===== src/hdl/qwt_pkg.sv =====
`default_nettype none
package qwt_pkg;

  // lexer phase codes
  localparam logic [2:0] PH_SKIP  = 3'd0;
  localparam logic [2:0] PH_WORD  = 3'd1;
  localparam logic [2:0] PH_BSL   = 3'd2;
  localparam logic [2:0] PH_QUOTE = 3'd3;
  localparam logic [2:0] PH_QBSL  = 3'd4;

  // result kinds
  localparam logic [1:0] KIND_BYTE     = 2'd0;
  localparam logic [1:0] KIND_WORD_END = 2'd1;
  localparam logic [1:0] KIND_LINE_END = 2'd2;

  // lexing modes
  localparam logic [1:0] MODE_PLAIN  = 2'd0;
  localparam logic [1:0] MODE_ESCAPE = 2'd1;
  localparam logic [1:0] MODE_QUOTE  = 2'd2;

  // characters of interest
  localparam logic [7:0] CH_BSLASH = 8'h5C;
  localparam logic [7:0] CH_DQUOTE = 8'h22;
  localparam logic [7:0] CH_LF     = 8'h0A;
  localparam logic [7:0] CH_CR     = 8'h0D;
  localparam logic [7:0] CH_SPACE  = 8'h20;
  localparam logic [7:0] CH_TAB    = 8'h09;
  localparam logic [7:0] CH_FF     = 8'h0C;
  localparam logic [7:0] CH_VT     = 8'h0B;

  typedef struct packed {
    logic [7:0] in_byte;
    logic       is_end;
  } in_item_t;

  typedef struct packed {
    logic [7:0] out_byte;
    logic [1:0] kind;
    logic       last;
  } out_item_t;

  // what one input byte produces: up to two results
  typedef struct packed {
    logic [1:0] count;
    out_item_t  res0;
    out_item_t  res1;
  } step_res_t;

endpackage
`default_nettype wire


===== src/hdl/qwt_step.sv =====
`default_nettype none
module qwt_step (
  input  wire qwt_pkg::in_item_t  item,
  input  wire logic [1:0]         lex_mode,
  input  wire logic [2:0]         phase,
  input  wire logic               halted,
  output qwt_pkg::step_res_t      res,
  output logic [2:0]              phase_next,
  output logic                    halted_next
);

  logic       esc_on;
  logic       quote_on;
  logic [7:0] c;
  logic       is_sep;
  logic       is_eol;
  logic [2:0] ph;
  logic [2:0] work;

  // character classes and mode decode
  always_comb begin
    c        = item.in_byte;
    esc_on   = (lex_mode != qwt_pkg::MODE_PLAIN);
    quote_on = lex_mode[1];
    is_sep   = (c == qwt_pkg::CH_SPACE) || (c == qwt_pkg::CH_TAB) ||
               (c == qwt_pkg::CH_FF) || (c == qwt_pkg::CH_VT);
    is_eol   = (c == qwt_pkg::CH_LF) || (c == qwt_pkg::CH_CR);
    ph       = (phase > qwt_pkg::PH_QBSL) ? qwt_pkg::PH_SKIP : phase;
  end

  // phase transition and result generation
  always_comb begin
    res         = '0;
    phase_next  = ph;
    halted_next = halted;
    work        = qwt_pkg::PH_SKIP;
    if (halted) begin
      // line already ended: drop bytes until end of input re-arms
      if (item.is_end) begin
        halted_next = 1'b0;
        phase_next  = qwt_pkg::PH_SKIP;
      end
    end else if (item.is_end) begin
      phase_next = qwt_pkg::PH_SKIP;
      if (ph != qwt_pkg::PH_SKIP) begin
        res.count     = 2'd2;
        res.res0.kind = qwt_pkg::KIND_WORD_END;
        res.res1.kind = qwt_pkg::KIND_LINE_END;
      end else begin
        res.count     = 2'd1;
        res.res0.kind = qwt_pkg::KIND_LINE_END;
      end
    end else begin
      work = ph;
      if (ph == qwt_pkg::PH_SKIP) begin
        if (is_eol) begin
          res.count     = 2'd1;
          res.res0.kind = qwt_pkg::KIND_LINE_END;
          halted_next   = 1'b1;
        end else if (!is_sep) begin
          work       = qwt_pkg::PH_WORD;
          phase_next = qwt_pkg::PH_WORD;
        end
      end
      case (work)
        qwt_pkg::PH_WORD: begin
          if (esc_on && c == qwt_pkg::CH_BSLASH) begin
            phase_next = qwt_pkg::PH_BSL;
          end else if (quote_on && c == qwt_pkg::CH_DQUOTE) begin
            phase_next = qwt_pkg::PH_QUOTE;
          end else if (is_eol) begin
            res.count     = 2'd2;
            res.res0.kind = qwt_pkg::KIND_WORD_END;
            res.res1.kind = qwt_pkg::KIND_LINE_END;
            phase_next    = qwt_pkg::PH_SKIP;
            halted_next   = 1'b1;
          end else if (is_sep) begin
            res.count     = 2'd1;
            res.res0.kind = qwt_pkg::KIND_WORD_END;
            phase_next    = qwt_pkg::PH_SKIP;
          end else begin
            res.count         = 2'd1;
            res.res0.out_byte = c;
          end
        end
        qwt_pkg::PH_BSL: begin
          if (is_eol) begin
            // trailing backslash is dropped
            res.count     = 2'd2;
            res.res0.kind = qwt_pkg::KIND_WORD_END;
            res.res1.kind = qwt_pkg::KIND_LINE_END;
            phase_next    = qwt_pkg::PH_SKIP;
            halted_next   = 1'b1;
          end else begin
            res.count         = 2'd1;
            res.res0.out_byte = c;
            phase_next        = qwt_pkg::PH_WORD;
          end
        end
        qwt_pkg::PH_QUOTE: begin
          if (c == qwt_pkg::CH_BSLASH) begin
            phase_next = qwt_pkg::PH_QBSL;
          end else if (c == qwt_pkg::CH_DQUOTE) begin
            phase_next = qwt_pkg::PH_WORD;
          end else if (is_eol) begin
            res.count     = 2'd2;
            res.res0.kind = qwt_pkg::KIND_WORD_END;
            res.res1.kind = qwt_pkg::KIND_LINE_END;
            phase_next    = qwt_pkg::PH_SKIP;
            halted_next   = 1'b1;
          end else begin
            res.count         = 2'd1;
            res.res0.out_byte = c;
          end
        end
        qwt_pkg::PH_QBSL: begin
          if (is_eol) begin
            res.count     = 2'd2;
            res.res0.kind = qwt_pkg::KIND_WORD_END;
            res.res1.kind = qwt_pkg::KIND_LINE_END;
            phase_next    = qwt_pkg::PH_SKIP;
            halted_next   = 1'b1;
          end else if (c != qwt_pkg::CH_BSLASH && c != qwt_pkg::CH_DQUOTE) begin
            // unknown escape inside quotes keeps the backslash
            res.count         = 2'd2;
            res.res0.out_byte = qwt_pkg::CH_BSLASH;
            res.res1.out_byte = c;
            phase_next        = qwt_pkg::PH_QUOTE;
          end else begin
            res.count         = 2'd1;
            res.res0.out_byte = c;
            phase_next        = qwt_pkg::PH_QUOTE;
          end
        end
        default: begin
        end
      endcase
    end
    // mark the final result of this byte
    if (res.count == 2'd2) begin
      res.res1.last = 1'b1;
    end else if (res.count == 2'd1) begin
      res.res0.last = 1'b1;
    end
  end

endmodule
`default_nettype wire


===== src/hdl/qwt_outq.sv =====
`default_nettype none
module qwt_outq (
  input  wire                     clk,
  input  wire                     rst,
  input  wire qwt_pkg::step_res_t push,
  input  wire logic               push_en,
  output logic                    room,
  output logic                    out_valid,
  input  wire logic               out_stall,
  output qwt_pkg::out_item_t      out_item
);

  qwt_pkg::out_item_t mem [4];
  logic [1:0] wr_ptr;
  logic [1:0] rd_ptr;
  logic [2:0] count;
  logic [1:0] push_n;
  logic       pop;
  logic [1:0] wr_ptr_next;

  // room for a two-result byte; valid from fill level only
  assign room      = (count < 3'd3);
  assign out_valid = (count != 3'd0);
  assign out_item  = mem[rd_ptr];
  assign pop       = out_valid && !out_stall;
  assign push_n    = push_en ? push.count : 2'd0;
  assign wr_ptr_next = wr_ptr + 2'd1;

  // result storage
  always_ff @(posedge clk) begin
    if (push_n != 2'd0) begin
      mem[wr_ptr] <= push.res0;
    end
    if (push_n == 2'd2) begin
      mem[wr_ptr_next] <= push.res1;
    end
  end

  // pointers and fill level
  always_ff @(posedge clk) begin
    if (rst) begin
      wr_ptr <= '0;
      rd_ptr <= '0;
      count  <= '0;
    end else begin
      wr_ptr <= wr_ptr + push_n;
      rd_ptr <= rd_ptr + {1'b0, pop};
      count  <= count + {1'b0, push_n} - {2'b00, pop};
    end
  end

endmodule
`default_nettype wire


===== src/hdl/quoted_word_tokenizer_core.sv =====
`default_nettype none
// Shell-style word splitter: one byte per input transfer, results are word bytes,
// word-end and line-end marks in order, one result transfer per cycle unless
// stalled. A byte is taken every cycle while the four-entry result queue has
// room for two results, so unstalled, bytes giving at most one result stream at
// one per cycle; a byte giving two (line end in a word, unknown escape in quotes)
// queues both. The user must write lex_mode through the cfg channel (always ready)
// only while the block is idle; the block does not enforce this. After a newline
// or carriage return the rest of the line is ignored until an end transfer.
module quoted_word_tokenizer_core (
  input  wire                      clk,
  input  wire                      rst,
  input  wire logic                in_valid,
  output logic                     in_stall,
  input  wire qwt_pkg::in_item_t   in_item,
  output logic                     out_valid,
  input  wire logic                out_stall,
  output qwt_pkg::out_item_t       out_item,
  input  wire logic                cfg_valid,
  output logic                     cfg_ready,
  input  wire logic [1:0]          cfg_data
);

  logic [1:0]         lex_mode;
  logic [2:0]         phase;
  logic               halted;
  logic [2:0]         phase_next;
  logic               halted_next;
  logic               room;
  logic               accept;
  qwt_pkg::step_res_t step;

  assign cfg_ready = 1'b1;
  assign in_stall  = !room;
  assign accept    = in_valid && room;

  // mode register
  always_ff @(posedge clk) begin
    if (rst) begin
      lex_mode <= qwt_pkg::MODE_PLAIN;
    end else if (cfg_valid && cfg_ready) begin
      lex_mode <= cfg_data;
    end
  end

  // lexer state, advanced on each input transfer
  always_ff @(posedge clk) begin
    if (rst) begin
      phase  <= qwt_pkg::PH_SKIP;
      halted <= 1'b0;
    end else if (accept) begin
      phase  <= phase_next;
      halted <= halted_next;
    end
  end

  qwt_step u_step (
    .item        (in_item),
    .lex_mode    (lex_mode),
    .phase       (phase),
    .halted      (halted),
    .res         (step),
    .phase_next  (phase_next),
    .halted_next (halted_next)
  );

  qwt_outq u_outq (
    .clk       (clk),
    .rst       (rst),
    .push      (step),
    .push_en   (accept),
    .room      (room),
    .out_valid (out_valid),
    .out_stall (out_stall),
    .out_item  (out_item)
  );

endmodule
`default_nettype wire


===== config.mk =====
export PLATFORM = sky130hd
export DESIGN_NAME = quoted_word_tokenizer_core
export DESIGN_NICKNAME = d
export VERILOG_FILES = /design/src/hdl/qwt_pkg.sv /design/src/hdl/qwt_step.sv /design/src/hdl/qwt_outq.sv /design/src/hdl/quoted_word_tokenizer_core.sv
export SDC_FILE = /design/constraint.sdc
export NUM_CORES = 1
export LEC_CHECK = 0
export ABC_AREA = 1
export BUFFER_PORTS_ARGS = -buffer_cell sky130_fd_sc_hd__clkbuf_2
export CORE_MARGIN = 1.5
export CORE_UTILIZATION = 51
export DETAILED_ROUTE_END_ITERATION = 10
export PLACE_DENSITY = 0.73
export RECOVER_POWER = 50
export SLEW_MARGIN = 10
export SYNTH_ARGS = -nofsm -noshare
export SYNTH_HDL_FRONTEND = slang
export SYNTH_HIERARCHICAL = 1
export SYNTH_SLANG_ARGS = --single-unit

===== constraint.sdc =====
create_clock -name clk -period 5.3 [get_ports clk]
set_input_delay 1.06 -clock clk [delete_from_list [all_inputs] [get_ports clk]]
set_output_delay 1.06 -clock clk [all_outputs]
set_load 0.05 [all_outputs]

## Word-level counts from Yosys, hierarchy flattened

Memory sizes are Yosys's and may differ from the RTL's. A register that Yosys moved wholly into a read port is not among the register bits.
Index checks and enable logic that the tools add are counted.

- Bits of input ports: 16
- Memory bits (writable): 44
- Output and inout port bits: 14
- Register bits after elaboration: 13
- Memories kept: 1

Memories:

| name | depth | bits a word | rd ports | clocked after memory_dff | wr ports | RTL line | text |
|---|---|---|---|---|---|---|---|
| u_outq.mem | 4 | 11 | 1 | 1 | 2 | qwt_outq.sv:13 | `qwt_pkg::out_item_t mem [4];` |

- Magnitude comparators: 2
- Equality and inequality tests: 17
- Reductions and logical operators: 17
- $add $sub $neg: 5
- Multiplexer cells: 76

Operators with widths:

| kind | number |
|---|---|
| $mux W8 | 9 |
| $mux W12 | 5 |
| $mux W3 | 16 |
| $pmux W12 S4 | 1 |
| $mux W2 | 21 |
| $eq A8 B4 Y1 const B | 5 |
| $mux W10 | 2 |
| $mux W1 | 19 |
| $eq A8 B6 Y1 const B | 2 |
| $pmux W3 S4 | 1 |
| $eq A8 B7 Y1 const B | 1 |
| $ne A8 B6 Y1 const B | 1 |
| $ne A8 B7 Y1 const B | 1 |
| $eq A3 B2 Y1 const B | 2 |
| $pmux W2 S3 | 1 |
| $reduce_bool A3 Y1 | 2 |
| $logic_and A1 B1 Y1 | 5 |
| $eq A2 B2 Y1 const B | 2 |
| $logic_or A1 B1 Y1 | 4 |
| $reduce_bool A2 Y1 | 2 |
| $add A3 B2 Y3 | 1 |
| $eq A3 B1 Y1 const B | 1 |
| $eq A3 B3 Y1 const B | 1 |
| $gt A3 B3 Y1 const B | 1 |
| 10 further kinds | 11 |

## Longest topological paths before layout

- Depth after elaboration: 17
- Mapped depth: 19

## By module

Netlist, hierarchy kept.

By module, submodules not included:

| module | area an instance (µm²) | seq. area each (µm²) | instances | cells each |
|---|---|---|---|---|
| qwt_outq | 2,716.4 | 1,461.4 | 1 | 281 |
| qwt_step | 969.7 | 0.0 | 1 | 193 |
| quoted_word_tokenizer_core | 252.7 | 120.1 | 1 | 39 |

## Least setup slack after synthesis

No wires, ideal clock.

- Path kind: input port to flip-flop
- Start point: in in_item[5] in the netlist's numbering
- End point: mem u_outq/mem[3][0] in the netlist's numbering, enable pin
- Path slack: 1.637 ns
- Path buffers: 0
- Library setup time: 0.394 ns
- Stages on the path: 14
- Arrival time: 3.269 ns
- Cell sequence: inv_1 -> nand2_1 -> nor2_1 -> nand2_1 -> nand2_1 -> nand2_1 -> a21boi_0 -> nand3_1 -> nand2_1 -> a21oi_1 -> nand2_1 -> inv_1 -> nor2_1 -> o21ai_0

RTL lines:

| element | RTL line | text |
|---|---|---|
| start: declaration | quoted_word_tokenizer_core.sv:15 | `input wire qwt_pkg::in_item_t in_item,` |
| end: declaration | qwt_outq.sv:13 |  |

==> results.txt <==
Library cells used by synthesis - 45
Core Box Area - 7370 sq um
Crit path max-delay cell type - nand2_1
Clk pin slew, worst setup/hold paths - 0.07 ns
Clk network pwr share - 0.203
Post-Syn Area - 3940 sq um
WHS - 0.505 ns
Tmin final - 4.31 ns
Fin cells - 638
Pre-antenna DRT Iters - 5
Top Usage Layer GRT - met2
# resized after CTS - 0
Measured slew at the worst slew-check pin - 0.816 ns
Cell row count - 31
Placed Instances - 622
ANT cells - 0
Layout cell share with drive strength beyond 1 - 0.115
Maximum clock rate - 232 MHz
Total power - 1.82 mW
Sequential area share after synthesis - 0.402
GRT Util Overall - 0.226
Clock Latency Late Sink - 0.34 ns
Final instance area - 4110 sq um
Avg Inst Size Synth - 7.68 sq um
CTS buffer count - 9
Status - finished clean
Min-delay worst type - reg2reg
Net count after synthesis - 533
Wire length per cell - 14.1 um
Total clock sinks - 57
Htree depth - 3
Max VDD drop - 0.000160 V
Setup Crit Path Kind - in2reg
Starting DRC count in detailed routing - 237
Sw Pwr - 0.823 mW
Fin. Hold Viols - 0
PortBufs - 28
Synth cell count leaders - nand2_1, nor2_1, inv_1
Worst EP arrival - 4.28 ns
Clock root buffer master - clkbuf_8
Setup slack at placement - 0.996 ns
Crit path top cell by count - nand2_1
Starting Density - 0.534
GR Overflow Total - 0
Clock skew - 0.00953 ns
CP top delay family - simple AND/OR/NAND/NOR gates
Top_reg_cell synth - edfxtp_1
Cells along the critical path - clkbuf_1 -> nor2_1 -> nand2_1 -> nor2_1 -> nand2_1 -> nand3_1 -> nand2_1 -> nand3_1 -> o21ai_0 -> nor2_1 -> a21oi_1 -> nand2_1 -> nor2_4 -> nand2_1 -> nand2_1
Synth warnings - 6
Detailed Place HPWL - 6860 um
Antenna violations before repair - 0
Relative slew slack - 0.455
Max stage delay on crit path - 0.59 ns
First-pass GRT wire length - 14700 um
Fin. max-slew vios - 0
Top-area cell type share of the netlist area - 0.335
Cts hold-fix bufs - 0
Leading area contributor after synthesis - edfxtp_1
CP Launch Type - input port
CP Capture Type - flop
Drc violations - 0
Vias - 3442
Longest Clk Path Bufs - 2
Vias in the first global route - 3167
Combinational power share - 0.431
Setup bufs post-CTS - 0
CP max FO - 23
Met3 Track Usage GR - 0.0429
Final Routed Wirelength - 8990 um
Top post-synthesis cells by area - edfxtp_1, nand2_1, o21ai_2, dfxtp_1, nor2_1
Dpl cell area - 4050 sq um
RSZ-0062 raised after global routing - false
Setup-failing EPs final - 0
Flop pwr share - 0.366
Filler cells - 745
Most frequent cell after synthesis - nand2_1
Cell-internal power - 1.00 mW
WP data required - 5.27 ns
Top-level I/O count - 30
FF+latch count, synth - 57
DIE HEIGHT - 90.9 um
Met2 Use GR - 0.387
Met1 Use GR - 0.280
Post-synth EDFFs - 44
CTS tree - done
Fin Setup TNS - 0 ns
DIE AREA - 8260 sq um
Worst path bufs/invs - 1
Area delta synth->final - 4.32%
Finished Core Util - 0.558
Post-synthesis async set-or-reset flop share - 0
Chip width - 90.9 um
Final worst path period share - 0.813
Antenna viol nets, final - 0
Final net count - 554
Largest net degree at the start of global routing - 26
Synth Instances - 513
Number of max-cap violations - 0
Via/cell ratio - 5.39
Power Density - 444 nW/um^2
Placer congestion estimate - 0.898
Setup WS post-layout - 0.991 ns
Sw Ratio - 0.451
LEAKAGE - 1.79 nW
## layer usage
metal  vias up  wire (um)
met1      1593       4010
met4         0        140
met2       103       4360
met5         -          0
li1       1733          -
met3        13        476
## power groups by stage
stage / Sequential, mW / Combinational (mW) / Clock (mW)
after global routing: 0.674 / 0.877 / 0.395
after floorplan: 0.643 / 0.685 / 0
after global placement: 0.673 / 0.807 / 0
after detailed placement: 0.676 / 0.827 / 0
final: 0.667 / 0.786 / 0.370
after CTS: 0.666 / 0.830 / 0.375
## state kept, by name, summed over array words and instances, names as in the netlist
register,cells
u_outq/mem,44
phase,3
halted,1
u_outq/count,3
u_outq/wr_ptr,2
lex_mode,2
u_outq/rd_ptr,2
## cells by family (layout without fill, tap and decap cells)
family	Yosys count	in the layout	share of synthesized area
adder cells (fa/ha/maj)	4	4	0.0146
AO/OA/AOI/OAI	112	112	0.187
other	2	2	0.00191
flip-flops	57	57	0.402
AND/OR/NAND/NOR	245	245	0.278
buffers and inverters	89	115	0.108
XOR/XNOR	4	4	0.00890
## area by class of cell
cell class	count	area (sq um)	area share
clock buffers	11	151	0.0368
flip-flops and latches	57	1580	0.385
repair buffers	29	129	0.0314
inverters	70	268	0.0652
multi-input cells	367	1830	0.444
well taps	99	124	0.0301
clock inverters	5	30.0	0.00731
## placed cells by master (no fill, tap or decap), types with 3 or more instances in the layout
cell type / count
nand3b_1: 4
o21ai_0: 66
clkinv_2: 3
o21ai_1: 3
ha_1: 3
o21ai_2: 11
clkbuf_2: 13
nor2_1: 66
a21oi_1: 9
nor3_1: 9
inv_2: 5
edfxtp_1: 44
dfxtp_1: 13
nand2_2: 3
clkbuf_1: 15
nand3_1: 27
clkbuf_8: 11
xor2_1: 3
o31ai_1: 4
nand2_1: 121
o22ai_1: 12
inv_1: 63
nand4_1: 3
## worst min-delay path, cell delays in order, from the launching register on
cell     delay [ns]
dfxtp_1        0.33
o21ai_0        0.07
nor2_1         0.07
## final timing paths
check        slack (ns)  cells past startpoint               end        start
max reg2reg        2.04                     10  u_outq/mem[1][4]     phase[1]
max                0.99                     15  u_outq/mem[1][4]   in_item[5]
min reg2reg        0.51                      2       lex_mode[0]  lex_mode[0]
min                0.51                      2       lex_mode[0]  lex_mode[0]
No activity file was read; power rests on OpenSTA's default activity.
